<file path="config.mk">
export PLATFORM = sky130hd
export DESIGN_NAME = bds_back
export DESIGN_NICKNAME = d
export VERILOG_FILES = /design/src/rtl/core/bds_pkg.sv /design/src/rtl/core/bds_back.sv
export SDC_FILE = /design/constraint.sdc
export NUM_CORES = 1
export LEC_CHECK = 0
export ABC_AREA = 1
export BUFFER_PORTS_ARGS = -buffer_cell sky130_fd_sc_hd__buf_2
export CAP_MARGIN = 20
export CORE_ASPECT_RATIO = 0.7
export CORE_MARGIN = 2
export CORE_UTILIZATION = 37
export CTS_CLUSTER_SIZE = 16
export DETAILED_ROUTE_END_ITERATION = 8
export GPL_ROUTABILITY_DRIVEN = 0
export HOLD_SLACK_MARGIN = 0.15
export PLACE_DENSITY_LB_ADDON = 0.3
export SLEW_MARGIN = 25
export SYNTH_ARGS = -nofsm -noshare
export SYNTH_HDL_FRONTEND = slang
export SYNTH_SLANG_ARGS = --single-unit
</file>
<file path="constraint.sdc">
create_clock -name clock -period 3.4 [get_ports clock]
set_clock_uncertainty 0.15 [all_clocks]
set_input_delay 0.34 -clock clock [delete_from_list [all_inputs] [get_ports clock]]
set_output_delay 0.34 -clock clock [all_outputs]
set_load 0.01 [all_outputs]
</file>
<file path="src/rtl/core/bds_pkg.sv">
// Shared types, constants and helpers for the 2x2 box downsampler.
// Used by every module in rtl/core; depends on nothing else.
package bds_pkg;

   // Default for the top-level line store size parameter
   localparam int MAX_SOURCE_WIDTH_DEFAULT = 4096;

   // Job queue between the front and the back end
   localparam int QUEUE_DEPTH = 4;
   localparam int QUEUE_AW    = $clog2(QUEUE_DEPTH);
   localparam int QUEUE_CW    = $clog2(QUEUE_DEPTH + 1);

   // Configuration register map, indexed by paddr[3:2]
   localparam int CSR_ADDR_WIDTH = 4;
   localparam logic [1:0] REG_SOURCE_WIDTH  = 2'd0;
   localparam logic [1:0] REG_SOURCE_HEIGHT = 2'd1;
   localparam logic [1:0] REG_PIXEL_FORMAT  = 2'd2;

   // Register reset values
   localparam logic [12:0] SOURCE_WIDTH_RESET  = 13'd4096;
   localparam logic [15:0] SOURCE_HEIGHT_RESET = 16'd4096;
   localparam logic        PIXEL_FORMAT_RESET  = 1'b0;

   // Pixel format codes
   localparam logic FORMAT_ARGB = 1'b0;
   localparam logic FORMAT_RGB  = 1'b1;

   typedef struct packed {
      logic [7:0] alpha_in;
      logic [7:0] red_in;
      logic [7:0] green_in;
      logic [7:0] blue_in;
   } req_data_type;

   typedef struct packed {
      logic [7:0] alpha_out;
      logic [7:0] red_out;
      logic [7:0] green_out;
      logic [7:0] blue_out;
      logic       row_end;
      logic       frame_end;
   } rsp_data_type;

   // Four 9-bit channel sums, index 3 is alpha, index 0 is blue
   typedef logic [3:0][8:0] pair_sum_type;

   // Work handed from the front to the back end
   typedef struct packed {
      pair_sum_type above_sum;
      pair_sum_type pair_sum;
      logic         row_end;
      logic         frame_end;
   } job_type;

   // Address bits for a store of the given depth, at least one
   function automatic int addr_bits(input int depth);
      int bits;
      bits = $clog2(depth);
      return (bits < 1) ? 1 : bits;
   endfunction

endpackage

</file>
<file path="src/rtl/core/bds_back.sv">
// Back end: combines stored and current pair sums, rounds, and drives results.
// Depends on bds_pkg; pulls jobs from bds_queue.
module bds_back (
   input  logic                    clock,
   input  logic                    reset,
   input  logic                    queue_empty,
   input  bds_pkg::job_type        head_job,
   output logic                    pop,
   output logic                    rsp_valid,
   input  logic                    rsp_stall,
   output bds_pkg::rsp_data_type   rsp_data
);

   logic                    out_valid_ff, out_valid_in;
   bds_pkg::rsp_data_type   out_data_ff;
   bds_pkg::rsp_data_type   result;
   logic [3:0][7:0]         mean;
   logic [9:0]              block_sum;

   // Rounded mean of the four samples per channel
   always_comb begin
      mean = '0;
      for (int k = 0; k < 4; k++) begin
         block_sum = 10'(head_job.above_sum[k]) + 10'(head_job.pair_sum[k]) + 10'd2;
         mean[k]   = block_sum[9:2];
      end
      result.alpha_out = mean[3];
      result.red_out   = mean[2];
      result.green_out = mean[1];
      result.blue_out  = mean[0];
      result.row_end   = head_job.row_end;
      result.frame_end = head_job.frame_end;
   end

   // Refill the output register when it is empty or being taken
   assign pop = !queue_empty && (!out_valid_ff || !rsp_stall);

   always_comb begin
      out_valid_in = out_valid_ff;
      if (pop) begin
         out_valid_in = 1'b1;
      end else if (!rsp_stall) begin
         out_valid_in = 1'b0;
      end
   end

   always_ff @(posedge clock) begin
      if (reset) begin
         out_valid_ff <= 1'b0;
      end else begin
         out_valid_ff <= out_valid_in;
      end
   end

   always_ff @(posedge clock) begin
      if (pop) begin
         out_data_ff <= result;
      end
   end

   assign rsp_valid = out_valid_ff;
   assign rsp_data  = out_data_ff;

endmodule

</file>
Word-level counts from Yosys, hierarchy flattened
Index checks and enable logic that the tools add are counted.
{ "op_classes": {"addsub": 8, "n_eq_ne": 1, "mux": 2, "n_reduce_logical": 5} }
{ "ops": {"columns": ["op", "count"], "rows": [
  ["$add 10x2->10 const B", 4],
  ["$add 9x9->10", 4],
  ["$logic_not 1->1", 3],
  ["$mux 1", 2],
  ["$ne 2x2->1 const B", 1],
  ["$logic_and 1x1->1", 1],
  ["$logic_or 1x1->1", 1]
]} }
{ "word_totals": {"regBits": 35, "inputBits": 78, "out_inout_bits": 36} }

Depth between registers and ports, before layout
{ "depth": {"word_depth": 4, "ltp_mapped": 12, "depth_no_buf": 12} }

Worst setup path after synthesis
OpenSTA, ideal clock, no wires.
{ "synth_timing": {"kind": "input port to flip-flop", "start": "input rsp_stall", "end": "register out_data_ff, in the netlist rsp_data[0] (enable)", "setup_time_ns": 0.444, "t_arrival_ns": 2.180, "t_required_ns": 2.806, "path_slack_ns": 0.626, "path_stages": 1, "path_cell_list": "a21oi_1"} }
{ "synth_via": {"elab_chain_cells": 3} }
{ "synth_lines": {"columns": ["element", "line_no", "rtl"], "rows": [
  ["start, declared", "bds_back.sv:10", "input logic rsp_stall,"],
  ["$logic_not 1->1", null, null],
  ["$logic_or 1x1->1", "bds_back.sv:36", "assign pop = !queue_empty && (!out_valid_ff || !rsp_stall);"],
  ["$logic_and 1x1->1", "bds_back.sv:36", null],
  ["end signal, assigned", "bds_back.sv:57", "out_data_ff <= result;"],
  ["end, declared", "bds_back.sv:15", "bds_pkg::rsp_data_type out_data_ff;"]
]} }
Every way passes these cells.
A chain may end at the register's enable or synchronous reset.

==> out/qor.txt <==
Avg Cell Area, Syn - 8.52 um^2
Min Hold Slack - 298 ps
Slowest CP cell - fa_1
Crit Path Max Fanout - 3
Max_slew headroom - 69.3%
Initial drt markers - 67
DR pass1 iterations - 4
Final hold viol count - 0
Period utilisation layout - 57.2%
Multiplexer area fraction after synthesis - 0%
Detailed Place HPWL - 5250 um
CP Capture Type - register
Power Density - 395 nW/um^2
Cell accounting for the most synthesized area - edfxtp_1
Later-pin clock latency in the skew report - 270 ps
Tmin final - 1940 ps
Synth Area in Adders - 27.9%
Placed cell count - 565
MaxCap Viol Count - 0
Fmax - 515 MHz
Syn Std Cell Area - 2980 um^2
Synth cell types - 16
Syn-to-layout area delta - 29.8%
Startpoint class of the critical path - input pin
Antenna cell count - 0
Worst Tran Pin Value - 459 ps
Vias - 2,585
Die area - 8800 um^2
EDFF count, synth - 34
Final Max Slew Viols - 0
Total power - 1530 uW
Post_cts resized - 0
Clock share of power - 28.1%
Switching share of total power - 31.1%
Main synth FF type - edfxtp_1
Dpl cell area - 3690 um^2
Req. time, crit path - 3280 ps
Synth Area in XOR/XNOR - 3.53%
Layout cells sized above 1 - 27.1%
Io pins - 114
Hold Path Class - in -> reg
Delay of the slowest cell on the worst path - 420 ps
Largest net degree at the start of global routing - 25
Die Height - 79.1 um
Largest family of logic cells by synthesized area - adder cells
Clk sinks - 35
Core area - 7840 um^2
Async set-reset flop share out of synthesis - 0%
Worst path cell trace - buf_2 -> inv_1 -> ha_1 -> nor2_1 -> inv_1 -> fa_1 -> o21ai_2 -> nand2_1 -> nand3_1 -> nand2_1
Antenna violations before repair - 0
DRT Wirelength - 6170 um
Clock Tree Root - clkbuf_16
Post-Synthesis Net Count - 492
CTS tree - yes
Clk slew on worst S/H paths - 50 ps
First-pass GRT wire length - 10,100 um
Synth Area in Compound Gates - 5.46%
Post-route insts no fill - 577
VDD IR-drop max - 169 uV
Drt drc - 0
Internal power - 1050 uW
Fin area - 3870 um^2
Drt via density - 4.48
Width of the chip - 111 um
Global Route Usage Sum - 14.1%
Row cnt - 27
Yosys reg bits - 35
Synthesized instance count - 350
Post-CTS Setup Bufs - 0
Switching power - 475 uW
Synthesis Warnings - 0
CP top delay family - adder cells
Port-buffer cells - 113
DR WL/cell - 10.7 um
Synth top cells by count - nand2_1, inv_1, ha_1
WP buf/inv - 3
RSZ-0062 raised after global routing - false
Top cells by area, synth - edfxtp_1, ha_1, nand2_1
Reg power frac - 37.7%
Leakage power - 0.00228 uW
TritonCTS Buffers - 5
Total gr overflow - 0
Outcome - finished clean
Share of the synthesized area in the top cell type - 34.3%
Starting Density - 38.0%
Setup TNS - 0 ps
H-tree Lvls - 2
Sequential fraction of the synthesis area - 34.9%
Number of global-route vias before repair - 2,367
Gate power share - 34.2%
Crit path kind - in -> reg
Most numerous cell in the Yosys netlist - nand2_1
Clock Path Buffers - 2
Detail Route Antenna Nets - 0
Nets@finish - 617
Simple-Gate Fraction of Synth Area - 19.8%
Final setup viols - 0
Arrival @ worst endpoint - 1820 ps
## worst paths after layout
| check | start | end | slack (ps) | depth (start not counted) |
|---|---|---|---|---|
| max reg2reg | rsp_valid | rsp_data[14] | 1760 | 2 |
| min | queue_empty | rsp_data[8] | 300 | 2 |
| min reg2reg | rsp_valid | rsp_data[8] | 570 | 1 |
| max | head_job[12] | rsp_data[15] | 1460 | 10 |
## area by class of cell
class                           instances  area [um^2]
Sequential cell                        35         1040
Clock buffer                            6          129
Inverter                               67          251
Clock inverter                          2         7.51
Multi-Input combinational cell        248         1700
Fill cell                             794         3970
Tap cell                              101          126
Timing Repair Buffer                  118          613
## metrics by stage
step / util (%) / setup slack, ps
2_1_floorplan: - / 626
3_3_place_gp: 47.1 / 1180
5_1_grt: 49.3 / 1290
3_5_place_dp: 47.1 / 1150
6_report: 49.3 / 1460
4_1_cts: 49.3 / 1440
## cell usage in the layout (no fill, tap or decap)
cell / count
buf_2: 113
a21oi_4: 1
buf_4: 1
xor2_1: 11
fa_1: 4
nor2_1: 6
nand2_1: 110
ha_1: 60
inv_1: 67
nor2_2: 3
nand2_2: 4
a21oi_1: 16
clkbuf_16: 5
a21o_1: 8
edfxtp_1: 34
o21ai_2: 1
a21oi_2: 1
xnor2_1: 1
clkinv_1: 2
dlygate4sd3_1: 4
nand3_1: 22
clkbuf_1: 1
dfxtp_1: 1
## cells by family (layout without fill, tap and decap cells)
| kind of cell | Yosys count | in the layout |
|---|---|---|
| simple gates | 145 | 145 |
| buf+inv | 67 | 193 |
| fa+ha+maj | 64 | 64 |
| flops | 35 | 35 |
| compound gates | 27 | 27 |
| xor+xnor | 12 | 12 |
## power by group through the flow
| stage | Sequential [uW] | Combinational, uW | Clock, uW |
|---|---|---|---|
| 6_report | 576 | 524 | 429 |
| 4_1_cts | 577 | 532 | 448 |
| 3_3_place_gp | 585 | 511 | 0 |
| 3_5_place_dp | 586 | 526 | 0 |
| 5_1_grt | 582 | 604 | 462 |
| 2_1_floorplan | 620 | 313 | 0 |
## flip-flops by register name, summed over array words and instances (netlist names)
name and flops:
rsp_valid 1, rsp_data 34
## worst reg2reg max path, cell delays in order (launching register included)
cell	delay [ps]
dfxtp_1	340
a21oi_4	400
buf_4	410
## metal layers
metal	wire, um	track usage [%]
met1	2850	16.8
met2	2990	25.5
met3	281	3.59
met4	44	3.46
met5	0	0
## repair_timing
item | in CTS | in global routing
hold buffers | 4 | 0
endpoints found under the hold margin | 3 | 0
setup endpoints to repair | 0 | 0
Power figures use the tool's default switching activity.
