[config.mk]
export PLATFORM = sky130hd
export DESIGN_NAME = bds_queue
export DESIGN_NICKNAME = d
export VERILOG_FILES = /design/src/rtl/core/bds_pkg.sv /design/src/rtl/core/bds_queue.sv
export SDC_FILE = /design/constraint.sdc
export NUM_CORES = 1
export LEC_CHECK = 0
export BUFFER_PORTS_ARGS = -buffer_cell sky130_fd_sc_hd__buf_4
export CAP_MARGIN = 20
export CORE_MARGIN = 2
export CORE_UTILIZATION = 30
export DETAILED_ROUTE_END_ITERATION = 6
export GPL_TIMING_DRIVEN = 0
export PLACE_DENSITY_LB_ADDON = 0.05
export SKIP_LAST_GASP = 1
export SYNTH_ARGS = -nofsm -noshare
export SYNTH_HDL_FRONTEND = slang
export SYNTH_SLANG_ARGS = --single-unit
[constraint.sdc]
create_clock -name clock -period 4.7 [get_ports clock]
set_input_delay 0 -clock clock [delete_from_list [all_inputs] [get_ports clock]]
set_output_delay 0 -clock clock [all_outputs]
set_load 0.02 [all_outputs]
[src/rtl/core/bds_pkg.sv]
// Shared types, constants and helpers for the 2x2 box downsampler.
// Used by every module in rtl/core; depends on nothing else.
package bds_pkg;

   // Default for the top-level line store size parameter
   localparam int MAX_SOURCE_WIDTH_DEFAULT = 4096;

   // Job queue between the front and the back end
   localparam int QUEUE_DEPTH = 4;
   localparam int QUEUE_AW    = $clog2(QUEUE_DEPTH);
   localparam int QUEUE_CW    = $clog2(QUEUE_DEPTH + 1);

   // Configuration register map, indexed by paddr[3:2]
   localparam int CSR_ADDR_WIDTH = 4;
   localparam logic [1:0] REG_SOURCE_WIDTH  = 2'd0;
   localparam logic [1:0] REG_SOURCE_HEIGHT = 2'd1;
   localparam logic [1:0] REG_PIXEL_FORMAT  = 2'd2;

   // Register reset values
   localparam logic [12:0] SOURCE_WIDTH_RESET  = 13'd4096;
   localparam logic [15:0] SOURCE_HEIGHT_RESET = 16'd4096;
   localparam logic        PIXEL_FORMAT_RESET  = 1'b0;

   // Pixel format codes
   localparam logic FORMAT_ARGB = 1'b0;
   localparam logic FORMAT_RGB  = 1'b1;

   typedef struct packed {
      logic [7:0] alpha_in;
      logic [7:0] red_in;
      logic [7:0] green_in;
      logic [7:0] blue_in;
   } req_data_type;

   typedef struct packed {
      logic [7:0] alpha_out;
      logic [7:0] red_out;
      logic [7:0] green_out;
      logic [7:0] blue_out;
      logic       row_end;
      logic       frame_end;
   } rsp_data_type;

   // Four 9-bit channel sums, index 3 is alpha, index 0 is blue
   typedef logic [3:0][8:0] pair_sum_type;

   // Work handed from the front to the back end
   typedef struct packed {
      pair_sum_type above_sum;
      pair_sum_type pair_sum;
      logic         row_end;
      logic         frame_end;
   } job_type;

   // Address bits for a store of the given depth, at least one
   function automatic int addr_bits(input int depth);
      int bits;
      bits = $clog2(depth);
      return (bits < 1) ? 1 : bits;
   endfunction

endpackage

[src/rtl/core/bds_queue.sv]
// Short job queue that decouples the front end from the back end.
// Depends on bds_pkg for the job type and depth.
module bds_queue (
   input  logic                          clock,
   input  logic                          reset,
   input  logic                          push,
   input  bds_pkg::job_type              push_job,
   input  logic                          pop,
   output bds_pkg::job_type              head_job,
   output logic                          empty,
   output logic [bds_pkg::QUEUE_CW-1:0]  count
);

   bds_pkg::job_type                 slot_ff [bds_pkg::QUEUE_DEPTH];
   logic [bds_pkg::QUEUE_AW-1:0]     wr_ptr_ff, wr_ptr_in;
   logic [bds_pkg::QUEUE_AW-1:0]     rd_ptr_ff, rd_ptr_in;
   logic [bds_pkg::QUEUE_CW-1:0]     count_ff, count_in;
   logic                             full;

   assign empty    = (count_ff == '0);
   assign full     = (count_ff == bds_pkg::QUEUE_CW'(bds_pkg::QUEUE_DEPTH));
   assign count    = count_ff;
   assign head_job = slot_ff[rd_ptr_ff];

   // Advance pointers and occupancy
   always_comb begin
      wr_ptr_in = push ? wr_ptr_ff + bds_pkg::QUEUE_AW'(1) : wr_ptr_ff;
      rd_ptr_in = pop  ? rd_ptr_ff + bds_pkg::QUEUE_AW'(1) : rd_ptr_ff;
      count_in  = count_ff;
      if (push && !pop) begin
         count_in = count_ff + bds_pkg::QUEUE_CW'(1);
      end else if (pop && !push) begin
         count_in = count_ff - bds_pkg::QUEUE_CW'(1);
      end
   end

   always_ff @(posedge clock) begin
      if (reset) begin
         wr_ptr_ff <= '0;
         rd_ptr_ff <= '0;
         count_ff  <= '0;
      end else begin
         wr_ptr_ff <= wr_ptr_in;
         rd_ptr_ff <= rd_ptr_in;
         count_ff  <= count_in;
      end
   end

   // Store the incoming job
   always_ff @(posedge clock) begin
      if (push) begin
         slot_ff[wr_ptr_ff] <= push_job;
      end
   end

   a_no_overflow: assert property (@(posedge clock) disable iff (reset)
      !(push && full && !pop))
      else $error("queue: push while full");

   a_no_underflow: assert property (@(posedge clock) disable iff (reset)
      !(pop && empty))
      else $error("queue: pop while empty");

endmodule

## Yosys cells after proc, flatten, opt, wreduce, memory -nomap -nowiden

Memory sizes are Yosys's and may differ from the RTL's. A register that Yosys moved wholly into a read port is not among the register bits.
Cells that the tools add are included.

- $add $sub $neg: 4
- Reductions and logical operators: 6
- Mux-type cells: 6

Operators with widths:

| cell | number |
|---|---|
| $mux W3 | 2 |
| $add A2 B1 Y2 const B | 2 |
| $mux W2 | 2 |
| $add A3 B1 Y3 const B | 1 |
| $logic_not A3 Y1 | 1 |
| $sub A3 B1 Y3 const B | 1 |
| $logic_and A1 B1 Y1 | 2 |
| $logic_not A1 Y1 | 2 |
| $mux W1 | 2 |
| $reduce_bool A2 Y1 | 1 |

- Output and inout port bits: 78
- Register bits after elaboration: 7
- Word-level logic and storage cells: 20
- Memory bits (writable): 296
- Memories kept: 1
- Bits of input ports: 78

Memory list:

| name | words | width | read ports | clocked after Yosys merged registers in | wr ports | RTL line | source |
|---|---|---|---|---|---|---|---|
| slot_ff | 4 | 74 | 1 | 1 | 1 | bds_queue.sv:14 | `bds_pkg::job_type slot_ff [bds_pkg::QUEUE_DEPTH];` |

## Longest topological paths before layout

Gate-level depths: netlist of run 1.

- Depth after elaboration: 4
- Depth in mapped cells: 7
- Gate-level depth less buffers: 7

## Least setup slack after synthesis of run 1

OpenSTA, ideal clock, no wires.

- Path kind: reg2reg
- Start point: reg wr_ptr_ff[0] (netlist name)
- End point: mem slot_ff[0][0] (netlist name), enable pin
- Arrival: 2.272 ns
- Slack: 1.988 ns
- Cell stages (with the launch flop): 4
- Required time: 4.260 ns
- Setup time: 0.440 ns
- Path buffers: 0
- Clock period less this slack: 2.712 ns
- Path through: dfxtp_1 > inv_1 > ha_1 > and2_1

RTL lines:

| what | RTL line | source |
|---|---|---|
| from (decl) | bds_queue.sv:15 | `logic [bds_pkg::QUEUE_AW-1:0] wr_ptr_ff, wr_ptr_in;` |
| from (signal assigned) | bds_queue.sv:43 | `wr_ptr_ff <= wr_ptr_in;` |
| to (decl) | bds_queue.sv:14 |  |

Straight into the memory's write port.

==> impl_results.md, run 1 <==
* Startpoint class of the critical path: flop
* Core Region at 36520 um2
* Number of core rows at 70
* Worst setup path category: flop to output port
* Register-to-Register Setup Slack at 2.86 ns
* Launching point of the worst reg2reg path: wr_ptr_ff[0]
* Async set-reset flop share out of synthesis at 0
* Post-synthesis adder-cell area fraction at 0.007438
* Total Power at 6.446 mW
* Number of flip-flops and latches in the synthesized netlist at 305
* Post-route DRC at 0
* Share of post-route cells with drive strength above 1 at 0.4083
* Area enclosed by the die boundary at 38560 um2
* Min Hold Slack at 0.2480 ns
* End of the worst hold path: slot_ff[2][70]
* Top flip-flop cell by instance count after synthesis: sky130_fd_sc_hd__edfxtp_1
* Leakage dissipation at 5.043 nW
* Mux contribution to synthesized area at 0.1519
* Overflow left after global routing at 0
* Global-route wire length before repair at 34890 um
* Net Count, Synth at 513
* Summed instance area of the synthesized netlist at 11100 um2
* Setup tns final at 0 ns
* Power density normalized to cell area at 435.7 nW/um2
* Launch point of the worst hold path: push_job[70]
* Most frequent cell after synthesis: sky130_fd_sc_hd__edfxtp_1
* Complex-gate fraction of the synthesized area at 0.0009016
* Post-cts sizing count at 0
* Final Routed Wirelength at 23040 um
* Diode count at 0
* First DRT Iteration DRCs at 244
* Reg2Reg Capture Point: slot_ff[0][18]
* Total vias in the final route at 5250
* Maximum count of clock buffers along a single path at 3
* Remaining number of nets flagged by the antenna check after routing at 0
* Footprint of the multi-input gates at 1899 um2
* Number of enable-type register cells in the synthesized netlist at 296
* Setup repair after global routing missed its margin: false
* Run status: finished, final reports clean
* CTS clk-pin slew, worst paths at 0.06 ns
* Worst slew slack as a fraction of its limit at 0.5306
* Max IR drop VDD at 0.2180 mV
* Clock latency reported for the late side of the worst-skew pair at 0.50 ns
* Clock buffer count from CTS at 35
* Number of setup buffers added after CTS at 0
* Share of the clock period used by the worst path at 0.4439
* Clock tree from TritonCTS: yes
* Starting density of the core at 0.3040
* Number of fillers in the final layout at 3294
* Seq. cell area at 9069 um2
* Total GRT Usage at 0.1214
* Synthesized-area fraction occupied by xor and xnor cells at 0.003945
* Final net count at 786
* Final number of setup-violating endpoints at 0
* Top achievable clock speed at 0.4793 GHz
* Worst clock skew on the final layout at 0.008325 ns
* Mean number of vias per cell at 4.401
* Hold/Removal Path Class: input port to flop
* Main combinational cell family by area after synthesis: multiplexers
* Placed wire-length estimate after detailed placement at 13390 um
* Simple-gate share of the synthesized area at 0.005973
* H-tree depth at 2
* TritonCTS sink count at 305
* IO Pins at 156
* Number of global-route vias before repair at 5950
* Buffers added on ports at 154
* Maxcap violations at 0
* Count of cells along the worst register-to-register path at 4
* Proportion of synthesized chip area in sequential cells at 0.8169
* Share of the synthesized area in the top cell type at 0.8006
* Commonest cells post-synth: sky130_fd_sc_hd__edfxtp_1 (296), sky130_fd_sc_hd__mux4_2 (74), sky130_fd_sc_hd__dfxtp_1 (9)
* Routability Congestion at 0.6553
* Instance count of the mapped netlist at 429
* Distinct cell type count of the synthesized netlist at 20
* Cell types with the largest area share after synthesis: sky130_fd_sc_hd__edfxtp_1 (80%), sky130_fd_sc_hd__mux4_2 (15%), sky130_fd_sc_hd__dfxtp_1 (1.6%), sky130_fd_sc_hd__buf_6 (0.71%), sky130_fd_sc_hd__ha_1 (0.56%)
* Initial DRT Pass Iterations at 4
* Drt wl/cell at 19.31 um
* Maximum fanout along the worst path at 10
* Worst EP required at 4.70 ns
* Synthesized area per cell at 25.88 um2
* Number of hold-slack violations in the final timing report at 0
* Vertical extent of the die at 196.4 um
* Clock period minus worst slack at 2.086 ns
* Synthesis Warnings at 0
* Number of max-slew violations in the final report at 0
* Number of antenna violations at the first check in global routing at 0
* Clock root buffer: sky130_fd_sc_hd__clkbuf_16
* Number of instances on the worst hold path at 2
* Nature of the critical path endpoint: output port
* Arrival time of data at the critical path endpoint at 2.09 ns
* Area growth from synthesis to layout at 33.25%
* Library cell with the largest summed area after synthesis: sky130_fd_sc_hd__edfxtp_1
* Largest net degree at the start of global routing at 44
* Slew at the pin closest to its max-slew limit at 0.7041 ns
* Horiz. Die Dim at 196.4 um
-- report_power, final --
part / switching, mW / leakage (nW) / internal [mW]
logic: 0.425 / 1.73 / 0.396
clock network: 0.988 / 0.516 / 1.48
registers: 0.0311 / 2.79 / 3.12
total: 1.44 / 5.04 / 5.00
-- worst max-delay path, cell delays in order, from the launching register on --
cell and delay, ns:
sky130_fd_sc_hd__dfxtp_1 0.33, sky130_fd_sc_hd__buf_2 0.32, sky130_fd_sc_hd__buf_2 0.37, sky130_fd_sc_hd__mux4_2 0.39, sky130_fd_sc_hd__buf_4 0.18
-- stage by stage --
stage                       util  instances  instance area [um2]  worst slack (ns)
after floorplan                -        429                11100             1.988
after global placement    0.3517       1051                12840            0.2083
after detailed placement  0.3550       1055                12960             2.811
after CTS                 0.4050       1193                14790             2.555
after global routing      0.4050       1193                14790             2.514
final                     0.4050       1193                14790             2.614
-- worst max path at each step --
stage,slack [ns],to,cells after the start,start
after floorplan,1.99,slot_ff[0][0],3,wr_ptr_ff[0]
after global placement,0.21,slot_ff[0][13],3,wr_ptr_ff[0]
after detailed placement,2.81,slot_ff[2][13],4,wr_ptr_ff[0]
after CTS,2.56,head_job[16],4,flop
after global routing,2.51,head_job[29],4,flop
final,2.61,head_job[27],4,flop
-- repair_timing --
item,4_1_cts,5_1_grt
hold endpoints to repair,305,0
hold buffers,78,0
setup endpoints to repair,0,0
-- cell type report --
class                           instances  share of cell area
Clock inverter                          8            0.002453
Timing Repair Buffer                  236              0.1384
Tap cell                              468             0.03958
Buffer                                 17            0.008712
Clock buffer                           52             0.06843
Multi-Input combinational cell        103              0.1284
Inverter                                4            0.001015
Sequential cell                       305              0.6130
-- per-layer routing --
layer  wire length (um)  part of all wire  GRT usage  vias to the layer above
met2              11640              0.51     0.2076                      123
met1               9676              0.42     0.1508                     2717
li1                   -                 -          -                     2379
met4                408             0.018    0.03367                        0
met5                  0                 0          0                        -
met3               1315             0.057    0.03474                       31
-- cell families (layout without fill, tap and decap cells) --
group           after synthesis  after routing
compound gates                2              2
xor+xnor                      5              5
fa+ha+maj                     6              6
buf+inv                      21            317
flops                       305            305
mux                          76             76
simple gates                 14             14
-- cells in the final DEF, fill, tap and decap left out, types with 4 or more instances in the layout --
master,count
sky130_fd_sc_hd__dlygate4sd3_1,78
sky130_fd_sc_hd__mux4_2,74
sky130_fd_sc_hd__dfxtp_1,9
sky130_fd_sc_hd__clkbuf_16,37
sky130_fd_sc_hd__clkbuf_1,14
sky130_fd_sc_hd__nor2_1,7
sky130_fd_sc_hd__buf_2,7
sky130_fd_sc_hd__clkinv_2,5
sky130_fd_sc_hd__buf_4,155
sky130_fd_sc_hd__edfxtp_1,296
sky130_fd_sc_hd__ha_1,5
sky130_fd_sc_hd__buf_6,7
sky130_fd_sc_hd__and2_4,4
sky130_fd_sc_hd__inv_1,4
sky130_fd_sc_hd__buf_16,4
-- flip-flops by register name (all words and copies together) (netlist names), named ones only --
signal / flops
slot_ff: 296
count: 3
rd_ptr_ff: 2
wr_ptr_ff: 2
(Power assumes the default switching activity.)
==> run 2, diff against run 1 <==
- ABC_AREA: unset -> 1
- clock period: 4.7 -> 1.7 ns (I/O delays scaled with it)
==> impl_results.md, run 2 <==
* Vertical extent of the die at 198.9 um (was 196.4 um)
* Placed cells at 1447 (was 1055)
* Slew at the pin closest to its max-slew limit at 0.3469 ns (was 0.7041 ns)
* Max IR drop VDD at 0.5340 mV (was 0.2180 mV)
* Number of hold-slack violations in the final timing report at 0 (unchanged)
* Drt wl/cell at 19.66 um (was 19.31 um)
* Placed wire-length estimate after detailed placement at 18110 um (was 13390 um)
* Max FFs per register at 296 (unchanged)
* Delay contributed by the slowest stage of the critical path at 0.38 ns (was 0.39 ns)
* Maximum count of clock buffers along a single path at 3 (unchanged)
* Mean number of vias per cell at 4.565 (was 4.401)
* Worst setup path category: flop to output port (unchanged)
* Worst slew slack as a fraction of its limit at 0.7663 (was 0.5306)
* Clock network power share at 0.382 (was 0.383)
* Hold/Removal Path Class: input port to flop (unchanged)
* Clock tree from TritonCTS: yes (unchanged)
* Synthesized area per cell at 14.75 um2 (was 25.88 um2)
* Horiz. Die Dim at 198.9 um (was 196.4 um)
* CTS clk-pin slew, worst paths at 0.06 ns (about the same)
* Maximum fanout along the worst path at 7 (was 10)
* Clock buffer count from CTS at 36 (was 35)
* Most used cell, CP: sky130_fd_sc_hd__buf_12 (was sky130_fd_sc_hd__buf_2)
* Cell types with the largest area share after synthesis: sky130_fd_sc_hd__edfxtp_1 (78%), sky130_fd_sc_hd__nor2_1 (5.1%), sky130_fd_sc_hd__o21ai_0 (4.3%), sky130_fd_sc_hd__o22ai_1 (4.1%), sky130_fd_sc_hd__o21ai_1 (2.4%) (was sky130_fd_sc_hd__edfxtp_1 (80%), sky130_fd_sc_hd__mux4_2 (15%), sky130_fd_sc_hd__dfxtp_1 (1.6%), sky130_fd_sc_hd__buf_6 (0.71%), sky130_fd_sc_hd__ha_1 (0.56%))
* Diode count at 0 (unchanged)
* Number of global-route vias before repair at 7547 (was 5950)
* Worst slack after detailed placement at -0.4051 ns (was 2.811 ns)
* Most common cell after layout, fill and taps aside: sky130_fd_sc_hd__edfxtp_1 (unchanged)
* Buffering stage count on the worst path with inverters included at 5 (was 3)
* Share of the clock period used by the worst path at 1.105
* Internal power of the cells at 14.26 mW (was 5.002 mW)
* Clock period minus worst slack at 1.878 ns
* Final standard cell count with taps included and fillers excluded at 1610 (was 1193)
* Total vias in the final route at 7350 (was 5250)
* Most flop-heavy register: slot_ff (unchanged)
* Buffers added on ports at 155 (was 154)
* Number of fillers in the final layout at 3372 (was 3294)
* Final Routed Wirelength at 31660 um (was 23040 um)
* Share of the synthesized area in the top cell type at 0.7798 (was 0.8006)
* Global-route wire length before repair at 46310 um (was 34890 um)
* Top flip-flop cell by instance count after synthesis: sky130_fd_sc_hd__edfxtp_1 (unchanged)
* Final number of setup-violating endpoints at 74 (was 0)
* Proportion of synthesized chip area in sequential cells at 0.7956 (was 0.8169)
* Area enclosed by the die boundary at 39570 um2 (was 38560 um2)
* Power density normalized to cell area at 1115 nW/um2 (was 435.7 nW/um2)
* Routability Congestion at 0.6774 (was 0.6553)
* Share of post-route cells with drive strength above 1 at 0.3485 (was 0.4083)
* Failing checks: setup timing
* Worst-path cell with the longest stage delay: sky130_fd_sc_hd__dfxtp_4 (was sky130_fd_sc_hd__mux4_2)
* Number of antenna violations at the first check in global routing at 0 (unchanged)
* Arrival time of data at the critical path endpoint at 1.88 ns (was 2.09 ns)
* Synthesis Warnings at 0 (unchanged)
* Post-route DRC at 0 (unchanged)
* Clock latency reported for the late side of the worst-skew pair at 0.51 ns (was 0.50 ns)
* Core Region at 37580 um2 (was 36520 um2)
* Area growth from synthesis to layout at 47.64% (was 33.25%)
* Async set-reset flop share out of synthesis at 0 (unchanged)
* Most frequent cell after synthesis: sky130_fd_sc_hd__edfxtp_1 (unchanged)
* Library cell with the largest summed area after synthesis: sky130_fd_sc_hd__edfxtp_1 (unchanged)
* Run status: finished, violations left (was finished, final reports clean)
* Setup repair after global routing missed its margin: true (was false)
* Summed instance area of the synthesized netlist at 11400 um2 (was 11100 um2)
* Startpoint class of the critical path: flop (unchanged)
* Number of enable-type register cells in the synthesized netlist at 296 (unchanged)
* Total GRT Usage at 0.1598 (was 0.1214)
* Remaining number of nets flagged by the antenna check after routing at 0 (unchanged)
* Number of max-slew violations in the final report at 0 (unchanged)
* Cell family with the largest share of critical-path delay: buffers and inverters (unchanged)
* Initial DRT Pass Iterations at 4 (unchanged)
* Overflow left after global routing at 0 (unchanged)
* Nature of the critical path endpoint: output port (unchanged)
* Number of flip-flops and latches in the synthesized netlist at 305 (unchanged)
* Maxcap violations at 0 (unchanged)
* Commonest cells post-synth: sky130_fd_sc_hd__edfxtp_1 (296), sky130_fd_sc_hd__nor2_1 (154), sky130_fd_sc_hd__o21ai_0 (99) (was sky130_fd_sc_hd__edfxtp_1 (296), sky130_fd_sc_hd__mux4_2 (74), sky130_fd_sc_hd__dfxtp_1 (9))
* Starting density of the core at 0.3033 (was 0.3040)
* Worst clock skew on the final layout at 0.01581 ns (was 0.008325 ns)
* Largest net degree at the start of global routing at 33 (was 44)
* Cells traversed along the worst timing path: buf_12 > inv_12 > buf_16 > buf_12 > nor2_1 > o22ai_2 > buf_6 (was buf_2 > buf_2 > mux4_2 > buf_4)
* Smallest setup slack after layout at -0.1784 ns (was 2.614 ns)
* Comb power frac at 0.155 (was 0.127)
* First DRT Iteration DRCs at 332 (was 244)
* Top library cells by usage in the layout, fill and taps aside: sky130_fd_sc_hd__edfxtp_1 (296), sky130_fd_sc_hd__nor2_1 (128), sky130_fd_sc_hd__buf_4 (126) (was sky130_fd_sc_hd__edfxtp_1 (296), sky130_fd_sc_hd__buf_4 (155), sky130_fd_sc_hd__dlygate4sd3_1 (78))
* Top achievable clock speed at 0.5324 GHz
* Worst EP required at 1.70 ns (was 4.70 ns)
* Setup tns final at -8.265 ns (was 0 ns)
* Sequential share of power at 0.463 (was 0.490)
* Net Count, Synth at 857 (was 513)
* Final net count at 1161 (was 786)
* Number of core rows at 71 (was 70)
* Footprint of the multi-input gates at 2571 um2 (was 1899 um2)
* IO Pins at 156 (unchanged)
* Seq. cell area at 9075 um2 (was 9069 um2)
* Clock root buffer: sky130_fd_sc_hd__clkbuf_16 (unchanged)
* TritonCTS sink count at 305 (unchanged)
* Distinct cell type count of the synthesized netlist at 21 (was 20)
* Leakage dissipation at 5.955 nW (was 5.043 nW)
* Power spent charging and discharging nets at 4.503 mW (was 1.444 mW)
* H-tree depth at 2 (unchanged)
* Instance count of the mapped netlist at 773 (was 429)
* Switching share of total power at 0.2400 (was 0.2240)
[run 2: what timing repair did]
| item | in CTS | in global routing |
|---|---|---|
| hold buffers | 77 | 0 |
| hold endpoints to repair | 305 | 0 |
| buffers inserted | 14 | 0 |
| cloned | 11 | 2 |
| gates resized for setup | 190 | 109 |
| pin swaps | 47 | 24 |
| setup endpoints to repair | 268 | 96 |
[run 2: layout make-up]
cell class | count | share of cell area
multi-input combinational | 403 | 0.1528
sequential | 305 | 0.5393
clock buffer | 51 | 0.05874
tap | 511 | 0.03799
clock inverter | 9 | 0.005799
buffer | 48 | 0.04015
inverter | 17 | 0.005428
timing repair buffer | 264 | 0.1590
timing repair inverter | 2 | 0.0008922
[run 2: layer usage]
layer  track usage  part of all wire  up-vias
met5             0                 0        -
met4       0.03510             0.014        0
met3       0.02815             0.043       34
met2        0.2656              0.48      167
met1        0.2188              0.46     3630
li1              -                 -     3519
[run 2: worst min-delay path: stages]
cell and delay (ns):
sky130_fd_sc_hd__dlygate4sd3_1 0.53, sky130_fd_sc_hd__buf_4 0.11, sky130_fd_sc_hd__nor2_1 0.03
[run 2: kinds of logic after synthesis]
kind of cell	share of synthesized area
adder cells (fa/ha/maj)	0.007245
AO/OA/AOI/OAI	0.1091
XOR/XNOR	0.0007685
AND/OR/NAND/NOR	0.05510
flip-flops	0.7956
buffers and inverters	0.03216
[run 2: power by group through the flow]
stage | clock network, mW | logic [mW] | registers, mW
after floorplan | 0 | 1.06 | 8.84
after global placement | 0 | 2.11 | 8.86
after detailed placement | 0 | 2.15 | 8.83
after CTS | 7.39 | 2.79 | 8.68
after global routing | 7.67 | 3.11 | 8.71
final | 7.17 | 2.90 | 8.68
[run 2: metrics by stage]
step | area (um2) | total power, mW | hold slack, ns | util
6_report | 16830 | 18.76 | 0.2037 | 0.4478
5_1_grt | 16830 | 19.50 | 0.1963 | 0.4478
4_1_cts | 16380 | 18.86 | 0.1823 | 0.4360
3_5_place_dp | 13400 | 10.98 | 0.1721 | 0.3565
3_3_place_gp | 13240 | 10.97 | 0.1677 | 0.3522
2_1_floorplan | 11430 | 9.898 | 0.07238 | -
[run 2: final timing paths]
path | start | to | slack [ns] | cells past startpoint
worst min-delay path | reset | count[0] | 0.20 | 3
worst max register to register | wr_ptr_ff[0] | slot_ff[2][38] | 0.09 | 6
worst max-delay path | flop | head_job[6] | -0.18 | 7
worst min register to register | rd_ptr_ff[1] | rd_ptr_ff[1] | 0.46 | 1
